## config.mk

```make
export PLATFORM = sky130hd
export DESIGN_NAME = qye_cell
export DESIGN_NICKNAME = d
export VERILOG_FILES = /design/src/sv/qye_pkg.sv /design/src/sv/qye_cell.sv
export SDC_FILE = /design/constraint.sdc
export NUM_CORES = 1
export LEC_CHECK = 0
export ABC_CLOCK_PERIOD_IN_PS = 800
export BUFFER_PORTS_ARGS = -buffer_cell sky130_fd_sc_hd__buf_2
export CAP_MARGIN = 20
export CORE_ASPECT_RATIO = 1.75
export CORE_MARGIN = 1
export CORE_UTILIZATION = 55
export CTS_CLUSTER_SIZE = 40
export DETAILED_ROUTE_END_ITERATION = 10
export PLACE_DENSITY_LB_ADDON = 0.08
export RECOVER_POWER = 100
export SYNTH_ARGS = -nofsm -noshare
export SYNTH_HDL_FRONTEND = slang
export SYNTH_SLANG_ARGS = --single-unit
```

## constraint.sdc

```tcl
create_clock -name clk_i -period 0.8 [get_ports clk_i]
set_input_delay 0.08 -clock clk_i [delete_from_list [all_inputs] [get_ports clk_i]]
set_output_delay 0.08 -clock clk_i [all_outputs]
set_load 0.02 [all_outputs]
```

## src/sv/qye_pkg.sv

```systemverilog
`timescale 1ns / 1ps
// ---------------------------------------------------------------------------
// Quaternion yaw extraction package
// Shared types and constants for the heading pipeline and its CORDIC cells.
// ---------------------------------------------------------------------------
package qye_pkg;

  // Width of the CORDIC vector datapath. It holds the largest sine and cosine
  // terms after CORDIC gain at any component width.
  localparam int unsigned DataW  = 36;
  // Angle accumulator width, 2^31 counts per half turn.
  localparam int unsigned AngW   = 32;
  localparam int unsigned YawW   = 16;
  localparam int unsigned TabLen = 24;
  // Width of a scaled component product.
  localparam int unsigned ProdW  = 32;

  localparam logic [AngW-1:0] AngQuarterPos = 32'h4000_0000;
  localparam logic [AngW-1:0] AngQuarterNeg = 32'hC000_0000;
  localparam logic [AngW-1:0] AngRound      = 32'h0000_8000;

  // Arctangent of 2^-i in units of pi / 2^31.
  localparam logic [AngW-1:0] AtanTab [TabLen] = '{
    32'd536870912, 32'd316933406, 32'd167458907, 32'd85004756,
    32'd42667331,  32'd21354465,  32'd10679838,  32'd5340245,
    32'd2670163,   32'd1335087,   32'd667544,    32'd333772,
    32'd166886,    32'd83443,     32'd41722,     32'd20861,
    32'd10430,     32'd5215,      32'd2608,      32'd1304,
    32'd652,       32'd326,       32'd163,       32'd81
  };

  typedef logic signed [DataW-1:0] qye_vec_t;
  typedef logic [AngW-1:0]         qye_ang_t;

  typedef struct packed {
    logic valid;
    logic zero;
  } qye_ctl_t;

endpackage

```

## src/sv/qye_cell.sv

```systemverilog
`timescale 1ns / 1ps
// ---------------------------------------------------------------------------
// Quaternion yaw CORDIC cell
// One registered vectoring micro-rotation that drives the y term toward zero.
// ---------------------------------------------------------------------------
module qye_cell import qye_pkg::*; #(
  parameter int unsigned STAGE = 0
) (
  input  logic     clk_i,
  input  logic     rst_ni,
  input  qye_ctl_t ctl_i,
  input  qye_vec_t x_i,
  input  qye_vec_t y_i,
  input  qye_ang_t ang_i,
  output qye_ctl_t ctl_o,
  output qye_vec_t x_o,
  output qye_vec_t y_o,
  output qye_ang_t ang_o
);

  qye_vec_t dx;
  qye_vec_t dy;
  qye_vec_t x_d;
  qye_vec_t x_q;
  qye_vec_t y_d;
  qye_vec_t y_q;
  qye_ang_t ang_d;
  qye_ang_t ang_q;
  qye_ctl_t ctl_q;

  always_comb begin
    dx = y_i >>> STAGE;
    dy = x_i >>> STAGE;
    if (y_i >= 0) begin
      x_d   = x_i + dx;
      y_d   = y_i - dy;
      ang_d = ang_i + AtanTab[STAGE];
    end else begin
      x_d   = x_i - dx;
      y_d   = y_i + dy;
      ang_d = ang_i - AtanTab[STAGE];
    end
  end

  always_ff @(posedge clk_i) begin
    x_q   <= x_d;
    y_q   <= y_d;
    ang_q <= ang_d;
  end

  always_ff @(posedge clk_i or negedge rst_ni) begin
    if (!rst_ni) begin
      ctl_q <= '0;
    end else begin
      ctl_q <= ctl_i;
    end
  end

  assign ctl_o = ctl_q;
  assign x_o   = x_q;
  assign y_o   = y_q;
  assign ang_o = ang_q;

endmodule

```

==> flow_summary.toml, run 1 <==
[clock_network]
clockBufferDepth = 2
cts_resized = 550
cts-root-buf = "clkbuf_16"
cts_setup_buffers = 42
cts.sink_count = 105
holdBufCountCts = 34
cts-buffers-inserted = 9
htreeDepth = 3

[synth]
yosys_warnings = 0
syn_nets = 1313
ys.flop_type = "dfxtp_1"
syn-cell-area_um2 = 8560
syn_area_per_cell_um2 = 7.84
synth_top_area_share_pct = 24.1
yosysTopAreaCell = "dfxtp_1"
synthCells = 1092
ys_seq_area_share_pct = 24.7
yosysUniqueCellTypes = 77
async_reset_ff_share_pct = 1.90
netlist_top_cells_area = "dfxtp_1 (24%), ha_1 (16%), a21oi_1 (7.7%)"
synth_edf_count = 0
ys_seq_elements = 105
ys_top_cells_by_count = "a21oi_1 (132), inv_1 (110), ha_1 (109)"
synth_most_common_cell = "a21oi_1"

[outcome]
status = "aborted with a tool error"
firstError = "[ERROR DPL-0038] Utilization greater than 100%, impossible to legalize"
lastStage = "clock tree synthesis"

[die]
num_rows = 60
io_pins = 214
start_util_pct = 55.9
die_w_um = 96.3
die_y_um = 167

[placed_design]
portBuffers = 213
place_ws_ns = -2.28
place.gp.congestion = 1.03
hpwl_mm = 29.8
placed_cell_area_um2 = 12900
cells by family after synthesis:
group,Yosys count,share of synthesized area (%)
compound gates,377,28.7
xor+xnor,70,7.16
fa+ha+maj,113,16.9
buf+inv,166,7.58
flops,105,24.7
mux,10,1.17
simple gates,251,13.9
per-stage QoR:
step	utilization, %	hold WS [ns]	cells	TNS [ns]
2_1_floorplan	-	-0.216	1092	-77.89
3_3_place_gp	84.5	-0.136	1828	-115.02
3_5_place_dp	84.5	-0.130	1828	-119.28
==> run 2, diff against run 1 <==
--- a/config.mk
+++ b/config.mk
@@ -8,12 +8,10 @@
 export ABC_CLOCK_PERIOD_IN_PS = 800
 export BUFFER_PORTS_ARGS = -buffer_cell sky130_fd_sc_hd__buf_2
 export CAP_MARGIN = 20
-export CORE_ASPECT_RATIO = 1.75
 export CORE_MARGIN = 1
-export CORE_UTILIZATION = 55
-export CTS_CLUSTER_SIZE = 40
+export CORE_UTILIZATION = 40
 export DETAILED_ROUTE_END_ITERATION = 10
-export PLACE_DENSITY_LB_ADDON = 0.08
+export PLACE_DENSITY_LB_ADDON = 0.15
 export RECOVER_POWER = 100
 export SYNTH_ARGS = -nofsm -noshare
 export SYNTH_HDL_FRONTEND = slang
==> flow_summary.toml, run 2 <==
[critical_path]
slowest_delay_ns = 0.35
cp_cell_sequence = "buf_8 -> inv_4 -> ha_4 -> buf_12 -> and2_4 -> a221o_1 -> o21bai_4 -> a31o_4 -> a311o_1 -> a21oi_2 -> o2111ai_2 -> a22oi_2 -> xor2_1"
cp-end-kind = "register"
critPathLaunchType = "primary input"
required_ns = 1.07
path_max_fanout = 7
crit_type = "primary input to register"
cp_slowest_cell = "a311o_1"
startpoint = "x_i[4]"
cp.arrival_ns = 2.72
cp-endpoint = "y_o[35]"

[sta]
period_minus_slack_ns = 2.45
rsz0062_at_grt = "yes"
fin_crit_sh_pct = 306
finalSetupViolCount = 177
slew_headroom_pct = 62.5
slew_viol_final = 0
worstMarginPinSlew_ns = 0.557
hold_violations = 0
fin_ws_ns = -1.65
fin_setup_tns_ns = -91.50
fmax_ghz = 0.408

[synth]
synth_top_area_share_pct = 24.1
ys_seq_area_share_pct = 24.7
synth_edf_count = 0
ys_seq_elements = 105
ys.flop_type = "dfxtp_1"
ys_top_cells_by_count = "a21oi_1 (132), inv_1 (110), ha_1 (109)"
synthCells = 1092
async_reset_ff_share_pct = 1.90
syn_area_per_cell_um2 = 7.84
synth_most_common_cell = "a21oi_1"
yosysUniqueCellTypes = 77
syn-cell-area_um2 = 8560
yosysTopAreaCell = "dfxtp_1"
yosys_warnings = 0
syn_nets = 1313
netlist_top_cells_area = "dfxtp_1 (24%), ha_1 (16%), a21oi_1 (7.7%)"

[clock_network]
clk_pin_slew_ns = 0.08
clockBufferDepth = 2
cts.sink_count = 105
htreeDepth = 3
tritoncts = "done"
cts-buffers-inserted = 9
cts-root-buf = "clkbuf_16"

[finish]
antenna_cells = 0
largest_reg_flops = 36
final_util_pct = 76.4
layout_common_cells = "buf_4 (386), buf_6 (154), dfxtp_2 (101)"
nets = 1949
area_growth_pct = 87.6
drive_above_1_share_pct = 57.2
final_common_cell = "buf_4"

[outcome]
failed_checks = "negative setup slack"
status = "finished with violations"

[die]
num_rows = 53
io_pins = 214
die_w_um = 148
die_area_um2 = 22000
die_y_um = 148
coreArea_um2 = 21000
start_util_pct = 40.7

[hold_path]
hp-class = "primary input to async pin"

[placed_design]
hpwl_mm = 27.2
place.gp.congestion = 0.947
portBuffers = 213
place_ws_ns = -2.20

[route]
initialDrtViolationCount = 750
via_count = 10700
viasPerCell = 5.33
remaining_drc_errors = 0
wire_per_inst_um = 18.4
drt_wl_total_mm = 37.0
drtAntennaViolNets = 0
drt_pass1_iterations = 5

[power_and_ir_drop]
peakVddDrop_v = 0.000929
total_power_mw = 25.0
cellLeakagePower_nw = 7.53
powerDensity_nw_per_um2 = 1560

[global_routing]
grt_pass1_wl_mm = 55.3
gr-total-overflow = 0
grt_pass1_vias = 10600
antenna_found_initial = 0
grt.total_usage_pct = 32.5
grt_max_degree = 23

[run]
maxCapViolations = 0
## run 2: cell counts after synthesis
No cell type changed its count.
## run 2: critical path: cells and delay by family
family	cells	cell delay, ns
AO/OA/AOI/OAI	7	1.75
buffers and inverters	3	0.28
XOR/XNOR	1	0.24
adder cells (fa/ha/maj)	1	0.20
AND/OR/NAND/NOR	1	0.15
## run 2: metrics by stage
stage / cells / hold slack (ns) / area [µm²]
after floorplan: 1092 / -0.216 / 9000
after global placement: 1915 / -0.131 / 13000
after detailed placement: 1915 / -0.128 / 13000
after CTS: 1992 / 0.0103 / 15500
after global routing: 2008 / 0.0374 / 16100
final: 2008 / 0.0358 / 16100
## run 2: area by class of cell
| type | count | area [µm²] |
|---|---|---|
| fill | 1502 | 4960 |
| clock inverter | 6 | 52.6 |
| timing repair buffer | 672 | 5530 |
| timing repair inverter | 1 | 8.76 |
| tap | 275 | 344 |
| inverter | 118 | 508 |
| multi-input combinational | 821 | 7150 |
| clock buffer | 10 | 229 |
| sequential | 105 | 2250 |
## run 2: what timing repair did
action                                  in CTS  in global routing
hold buffers                                34                  0
setup buffers                               33                 21
cloned                                       1                  0
pin swaps                                  127                 74
gates resized for setup                    524                100
endpoints found under the hold margin       36                  0
endpoints found under the setup margin     177                177
## run 2: logic make-up (layout without fill, tap and decap cells)
kind of cell    Yosys count  count (layout)  share of synthesized area, %
xor+xnor                 70              70                          7.16
buf+inv                 166             807                          7.58
flops                   105             105                          24.7
mux                      10              10                          1.17
fa+ha+maj               113             113                          16.9
compound gates          377             377                          28.7
simple gates            251             251                          13.9
## run 2: where the power goes
group | internal [mW] | total, mW | switching, mW
sequential | 6.41 | 6.97 | 0.556
clock | 2.17 | 4.53 | 2.36
combinational | 6.81 | 13.6 | 6.74
total | 15.4 | 25.0 | 9.65
## run 2: worst min-delay path by stage
stage               startpoint         to  slack, ns
detailed placement      rst_ni   ctl_o[0]      -0.13
finish                  rst_ni   ctl_o[0]       0.04
global placement        rst_ni   ctl_o[0]      -0.13
global route            rst_ni   ctl_o[0]       0.04
CTS                  ang_i[31]  ang_o[31]       0.01
floorplan               rst_ni   ctl_o[0]      -0.22
## run 2: per-layer routing
metal  wire [µm]  GRT usage [%]  share of wire [%]  vias to the layer above
met3        2250           4.79                6.1                       71
met4        1090           13.6                2.9                        0
met1       15500           40.3                 42                     5100
li1            -              -                  -                     5105
met2       18200           56.0                 49                      426
met5           0              0                  0                        -
Note: power is estimated with default switching activity, not from simulation.
