--- config.mk ---
export PLATFORM = sky130hd
export DESIGN_NAME = qye_front
export DESIGN_NICKNAME = d
export VERILOG_FILES = /design/src/sv/qye_pkg.sv /design/src/sv/qye_front.sv
export SDC_FILE = /design/constraint.sdc
export NUM_CORES = 2
export LEC_CHECK = 0
export ABC_AREA = 1
export BUFFER_PORTS_ARGS = -buffer_cell sky130_fd_sc_hd__clkbuf_2
export CORE_MARGIN = 3
export CORE_UTILIZATION = 35
export DETAILED_ROUTE_END_ITERATION = 16
export PLACE_DENSITY = 0.47
export SETUP_SLACK_MARGIN = 0.15
export SLEW_MARGIN = 5
export SYNTH_ARGS = -nofsm -noshare
export SYNTH_HDL_FRONTEND = slang
export SYNTH_SLANG_ARGS = --single-unit
--- constraint.sdc ---
create_clock -name clk_i -period 4.5 [get_ports clk_i]
set_clock_uncertainty 0.2 [all_clocks]
set_input_delay 0.225 -clock clk_i [delete_from_list [all_inputs] [get_ports clk_i]]
set_output_delay 0.225 -clock clk_i [all_outputs]
set_load 0.01 [all_outputs]
--- src/sv/qye_pkg.sv ---
`timescale 1ns / 1ps
// ---------------------------------------------------------------------------
// Quaternion yaw extraction package
// Shared types and constants for the heading pipeline and its CORDIC cells.
// ---------------------------------------------------------------------------
package qye_pkg;

  // Width of the CORDIC vector datapath. It holds the largest sine and cosine
  // terms after CORDIC gain at any component width.
  localparam int unsigned DataW  = 36;
  // Angle accumulator width, 2^31 counts per half turn.
  localparam int unsigned AngW   = 32;
  localparam int unsigned YawW   = 16;
  localparam int unsigned TabLen = 24;
  // Width of a scaled component product.
  localparam int unsigned ProdW  = 32;

  localparam logic [AngW-1:0] AngQuarterPos = 32'h4000_0000;
  localparam logic [AngW-1:0] AngQuarterNeg = 32'hC000_0000;
  localparam logic [AngW-1:0] AngRound      = 32'h0000_8000;

  // Arctangent of 2^-i in units of pi / 2^31.
  localparam logic [AngW-1:0] AtanTab [TabLen] = '{
    32'd536870912, 32'd316933406, 32'd167458907, 32'd85004756,
    32'd42667331,  32'd21354465,  32'd10679838,  32'd5340245,
    32'd2670163,   32'd1335087,   32'd667544,    32'd333772,
    32'd166886,    32'd83443,     32'd41722,     32'd20861,
    32'd10430,     32'd5215,      32'd2608,      32'd1304,
    32'd652,       32'd326,       32'd163,       32'd81
  };

  typedef logic signed [DataW-1:0] qye_vec_t;
  typedef logic [AngW-1:0]         qye_ang_t;

  typedef struct packed {
    logic valid;
    logic zero;
  } qye_ctl_t;

endpackage

--- src/sv/qye_front.sv ---
`timescale 1ns / 1ps
// ---------------------------------------------------------------------------
// Quaternion yaw front end
// Forms the sine and cosine heading terms from the quaternion components and
// rotates the vector into the right half plane for the CORDIC cells.
// ---------------------------------------------------------------------------
module qye_front import qye_pkg::*; #(
  parameter int unsigned COMPONENT_BITS = 16
) (
  input  logic                             clk_i,
  input  logic                             rst_ni,
  input  logic                             req_i,
  input  logic signed [COMPONENT_BITS-1:0] quat_w_i,
  input  logic signed [COMPONENT_BITS-1:0] quat_x_i,
  input  logic signed [COMPONENT_BITS-1:0] quat_y_i,
  input  logic signed [COMPONENT_BITS-1:0] quat_z_i,
  output qye_ctl_t                         ctl_o,
  output qye_vec_t                         x_o,
  output qye_vec_t                         y_o,
  output qye_ang_t                         ang_o
);

  localparam int unsigned PW     = 2 * COMPONENT_BITS;
  localparam int unsigned Shift  = (COMPONENT_BITS > 16) ? (PW - 32) : 0;
  localparam int unsigned NProd  = 6;

  logic signed [COMPONENT_BITS-1:0] op_a [NProd];
  logic signed [COMPONENT_BITS-1:0] op_b [NProd];
  logic signed [ProdW-1:0]          prod_d [NProd];
  logic signed [ProdW-1:0]          prod_q [NProd];
  logic                             valid1_q;

  logic signed [PW-1:0]    full_prod [NProd];
  qye_vec_t                vs;
  qye_vec_t                vc;
  qye_ctl_t                ctl_d;
  qye_ctl_t                ctl_q;
  qye_vec_t                x_d;
  qye_vec_t                x_q;
  qye_vec_t                y_d;
  qye_vec_t                y_q;
  qye_ang_t                ang_d;
  qye_ang_t                ang_q;

  // Product order: wz, xy, ww, xx, yy, zz.
  always_comb begin
    op_a[0] = quat_w_i;
    op_b[0] = quat_z_i;
    op_a[1] = quat_x_i;
    op_b[1] = quat_y_i;
    op_a[2] = quat_w_i;
    op_b[2] = quat_w_i;
    op_a[3] = quat_x_i;
    op_b[3] = quat_x_i;
    op_a[4] = quat_y_i;
    op_b[4] = quat_y_i;
    op_a[5] = quat_z_i;
    op_b[5] = quat_z_i;
    for (int i = 0; i < NProd; i++) begin
      full_prod[i] = PW'(op_a[i]) * PW'(op_b[i]);
      prod_d[i]    = ProdW'(full_prod[i] >>> Shift);
    end
  end

  always_ff @(posedge clk_i) begin
    for (int i = 0; i < NProd; i++) begin
      prod_q[i] <= prod_d[i];
    end
  end

  always_ff @(posedge clk_i or negedge rst_ni) begin
    if (!rst_ni) begin
      valid1_q <= 1'b0;
    end else begin
      valid1_q <= req_i;
    end
  end

  always_comb begin
    vs = (DataW'(prod_q[0]) + DataW'(prod_q[1])) <<< 1;
    vc = DataW'(prod_q[2]) + DataW'(prod_q[3]) - DataW'(prod_q[4]) - DataW'(prod_q[5]);
    ctl_d.valid = valid1_q;
    ctl_d.zero  = (vs == '0) && (vc == '0);
    x_d   = vc;
    y_d   = vs;
    ang_d = '0;
    if (vc < 0) begin
      if (vs >= 0) begin
        ang_d = AngQuarterPos;
        x_d   = vs;
        y_d   = -vc;
      end else begin
        ang_d = AngQuarterNeg;
        x_d   = -vs;
        y_d   = vc;
      end
    end
  end

  always_ff @(posedge clk_i) begin
    x_q   <= x_d;
    y_q   <= y_d;
    ang_q <= ang_d;
  end

  always_ff @(posedge clk_i or negedge rst_ni) begin
    if (!rst_ni) begin
      ctl_q <= '0;
    end else begin
      ctl_q <= ctl_d;
    end
  end

  assign ctl_o = ctl_q;
  assign x_o   = x_q;
  assign y_o   = y_q;
  assign ang_o = ang_q;

endmodule

Word level (Yosys, flattened, before mapping):

Memories as Yosys holds them, arrays and structs flattened.
Index checks and enable logic that the tools add are counted.

* $lt $le $gt $ge: 2
* muxes and demuxes: 5
* reductions and logical operators: 3
* $add $sub $neg: 6
* multipliers: 6

Operators with widths (count)
* 16-bit by 16-bit multiplier with 32-bit output: 6
* 36-bit two-way mux: 4
* 36-bit logical NOT: 2
* 32-bit by 32-bit adder with 33-bit output: 2
* 34-bit negation with 36-bit output: 1
* 35-bit negation with 36-bit output: 1
* 35-bit by 1-bit < comparator with 1-bit output, second input constant: 1
* 34-bit by 32-bit subtractor with 35-bit output: 1
* 34-bit by 1-bit >= comparator with 1-bit output, second input constant: 1
* 33-bit by 32-bit subtractor with 34-bit output: 1
* 32-bit two-way mux: 1
* 1-bit logical AND: 1

* input port bits: 67
* RAM bits: 192
* memories: 1
* output and inout bits: 106
* register bits after elaboration: 107
* logic and storage cells: 30

Memories
* prod_q: depth 6, width 32, rd ports 6, clocked after Yosys merged registers in 0, wr ports 6, line qye_front.sv:30 `logic signed [ProdW-1:0] prod_q [NProd];`

Logic depth before layout (Yosys ltp):

An unclocked memory read counts as a cell.

* depth in word-level cells: 7
* mapped depth: 30
* mapped depth without buffers: 28

Worst setup path after synthesis:

No wires, ideal clock.

* path type: in2reg
* from: in quat_w_i[15]
* to: mem prod_q[0][28]
* required time: 4175 ps
* buffers on the path: 2
* library setup time: 125 ps
* cell stages on the path: 21
* setup slack: -1495 ps
* data arrival time: 5670 ps
* cells stage by stage: clkbuf_1 > buf_1 > nand2_1 > inv_1 > fa_1 > fa_1 > fa_1 > fa_1 > fa_1 > inv_1 > fa_1 > inv_1 > ha_1 > nand2_1 > nor4_1 > nand3_1 > nand3_1 > nand3_1 > nand2_1 > a31oi_1 > xor2_1

RTL lines
* start, declared: line qye_front.sv:13 `input logic signed [COMPONENT_BITS-1:0] quat_w_i,`
* end, declared: line qye_front.sv:30

==> flow_summary.toml <==
[timing]
rsz0062_at_grt = "true"
hold_violations = 0
slew_headroom = 0.458
setup_viol = 119
tightestPinTransition_ns = 0.812
max_freq_mhz = 193
timing.final.ws_setup_ns = -0.675
period_share = 1.15
min_period_ns = 5.17
finalMaxSlewViolations = 0

[cts]
clockRootBuffer = "clkbuf_16"
clock_latency_ns = 0.63
clk_pin_slew_ns = 0.06
clkSinkCount = 265
cts_buffers = 37
cts.htree.levels = 2
clockBufferDepth = 3
tritoncts = "built"

[min_path]
hold_depth = 5
hold_class = "in -> reg"

[place]
hpwlAfterDp_mm = 198
gp_congestion = 0.944
port-buffer-count = 142
postPlaceCellArea_sq_um = 87700
place_ws_ns = -1.49

[yosys]
synth_cells = 8944
synth_area_per_cell_sq_um = 7.97
synth_area_sq_um = 71300
yosys_most_used_dff = "dfxtp_1"
yosys_warnings = 0
ys_seq_elements = 265
synth_edf_count = 0
synth.distinct_cells = 54
synth_seq_area_share = 0.0746
async_flop_share = 0.0113

[worst_setup_path]
reg2regPathDepth = 23
crit_path_end_kind = "register"
critPathKind = "in -> reg"
crit_required_ns = 4.80
start_kind = "primary input"
cp_data_arrival_time_ns = 5.47
crit_path_max_fanout = 7

[floorplanning]
ios = 173
initial_core_util = 0.353
die_y_um = 457
placement_rows = 165
die_w_um = 457
core-area_sq_um = 202000
dieArea_sq_um = 209000

[global_routing]
antenna_found_initial = 3
grt-ovfl-total = 0
grt_pass1_wl_mm = 367
grt_usage = 0.225
first_global_vias = 64300
grt_start_max_net_pins = 53

[route]
vias = 60000
firstDrtPassIters = 7
wl_per_cell_um = 17.6
met1_length_mm = 110
initialDrtViolationCount = 2953
dr_wl_met2_mm = 107
highest_layer = "met5"
finalWirelength_mm = 232
routed_via_density = 4.54
drc = 0
ant_nets = 0
dr_wl_met3_mm = 10.6

[status]
status = "finished, violations left"
violations = "negative setup slack"

[finish]
final_cell_mix = "2,570 x inv_1, 1,635 x nand2_1, 1,416 x fa_1, 1,286 x buf_4, 465 x ha_1"
nFillCells = 19700
drive_gt1_frac = 0.289
syn_to_final_growth_pct = 36.4
regArea_sq_um = 5320
multi_input_area_sq_um = 60100
final_common_cell = "inv_1"
fin_nets = 12700
fin_area_sq_um = 97300

[flow_run]
drv_cap = 0
==> cell type report <==
class	instances	area share
tap	2672	0.0344
antenna	2	0.0000514
sequential	265	0.0547
timing repair buffer	1785	0.170
inverter	2832	0.110
clock buffer	44	0.0103
clock inverter	23	0.00265
multi-input combinational	5596	0.618
==> metal layers <==
metal,GRT usage,up-vias
li1,-,28700
met1,0.328,30100
met2,0.367,1120
met3,0.0214,155
met4,0.0415,2
met5,0,-
==> stage by stage <==
| stage | hold WS, ns | setup TNS (ns) | util | cells |
|---|---|---|---|---|
| floorplan | -0.271 | -59.76 | - | 8975 |
| global placement | -0.177 | -148.03 | 0.433 | 12900 |
| detailed placement | -0.177 | -151.09 | 0.433 | 12900 |
| CTS | 0.0000397 | -42.00 | 0.469 | 13100 |
| global route | 0.0305 | -69.20 | 0.481 | 13200 |
| finish | 0.0409 | -48.38 | 0.481 | 13200 |
==> cells in the mapped netlist, types with 102 or more instances <==
| cell | instances | area share |
|---|---|---|
| a21oi_1 | 245 | 0.017 |
| clkbuf_1 | 231 | 0.012 |
| dfxtp_1 | 262 | 0.074 |
| fa_1 | 1521 | 0.43 |
| ha_1 | 601 | 0.11 |
| inv_1 | 2820 | 0.15 |
| nand2_1 | 1887 | 0.099 |
| nand3_1 | 209 | 0.015 |
| nor2_1 | 338 | 0.018 |
| o21ai_0 | 110 | 0.0077 |
| xnor2_1 | 102 | 0.013 |
| xor2_1 | 202 | 0.025 |
==> flip-flops by register name, summed over array words and instances, names as in the netlist <==
signal / flops
x_o: 36
y_o: 36
prod_q: 188
valid1_q: 1
ang_o: 2
ctl_o: 2
==> path summary, 6_finish.rpt <==
path,start,to,slack [ns]
max reg2reg,prod_q[4][11]$_DFF_P_,ctl_o[0]$_DFF_PN0_,0.11
min in group asynchronous,rst_ni,ctl_o[0]$_DFF_PN0_,0.27
max,quat_w_i[3],prod_q[0][30]$_DFF_P_,-0.67
min,quat_z_i[1],prod_q[5][2]$_DFF_P_,0.04
max in group asynchronous,rst_ni,ctl_o[1]$_DFF_PN0_,3.68
min reg2reg,valid1_q$_DFF_PN0_,ctl_o[1]$_DFF_PN0_,0.16
==> worst max-delay path, cell delays in order <==
cell     delay (ns)
buf_6          0.13
buf_12         0.15
buf_12         0.14
buf_4          0.13
nand2_2        0.05
inv_2          0.04
fa_2           0.54
fa_2           0.44
fa_2           0.56
fa_2           0.47
fa_1           0.54
inv_1          0.05
fa_1           0.51
inv_2          0.05
ha_4           0.30
nand2_4        0.07
buf_6          0.12
nor4_4         0.27
nand4_1        0.21
nand3_2        0.18
a31oi_1        0.11
xor2_1         0.16
==> logic make-up after synthesis <==
family,count (synthesis),synth area share
flip-flops,265,0.0746
buffers and inverters,3114,0.166
AND/OR/NAND/NOR,2604,0.147
other,1,0.0000526
XOR/XNOR,305,0.0376
AO/OA/AOI/OAI,533,0.0426
adder cells (fa/ha/maj),2122,0.532
==> what timing repair did <==
item | CTS | global route
hold endpoints to repair | 4 | 0
endpoints found under the setup margin | 151 | 173
cloned | 19 | 4
resized for setup | 956 | 401
setup buffers | 187 | 88
pin swaps | 462 | 305
hold buffers | 3 | 0
Power is not shown: default switching activity piles up to over one toggle a cycle in this logic, so the estimate is an artifact.
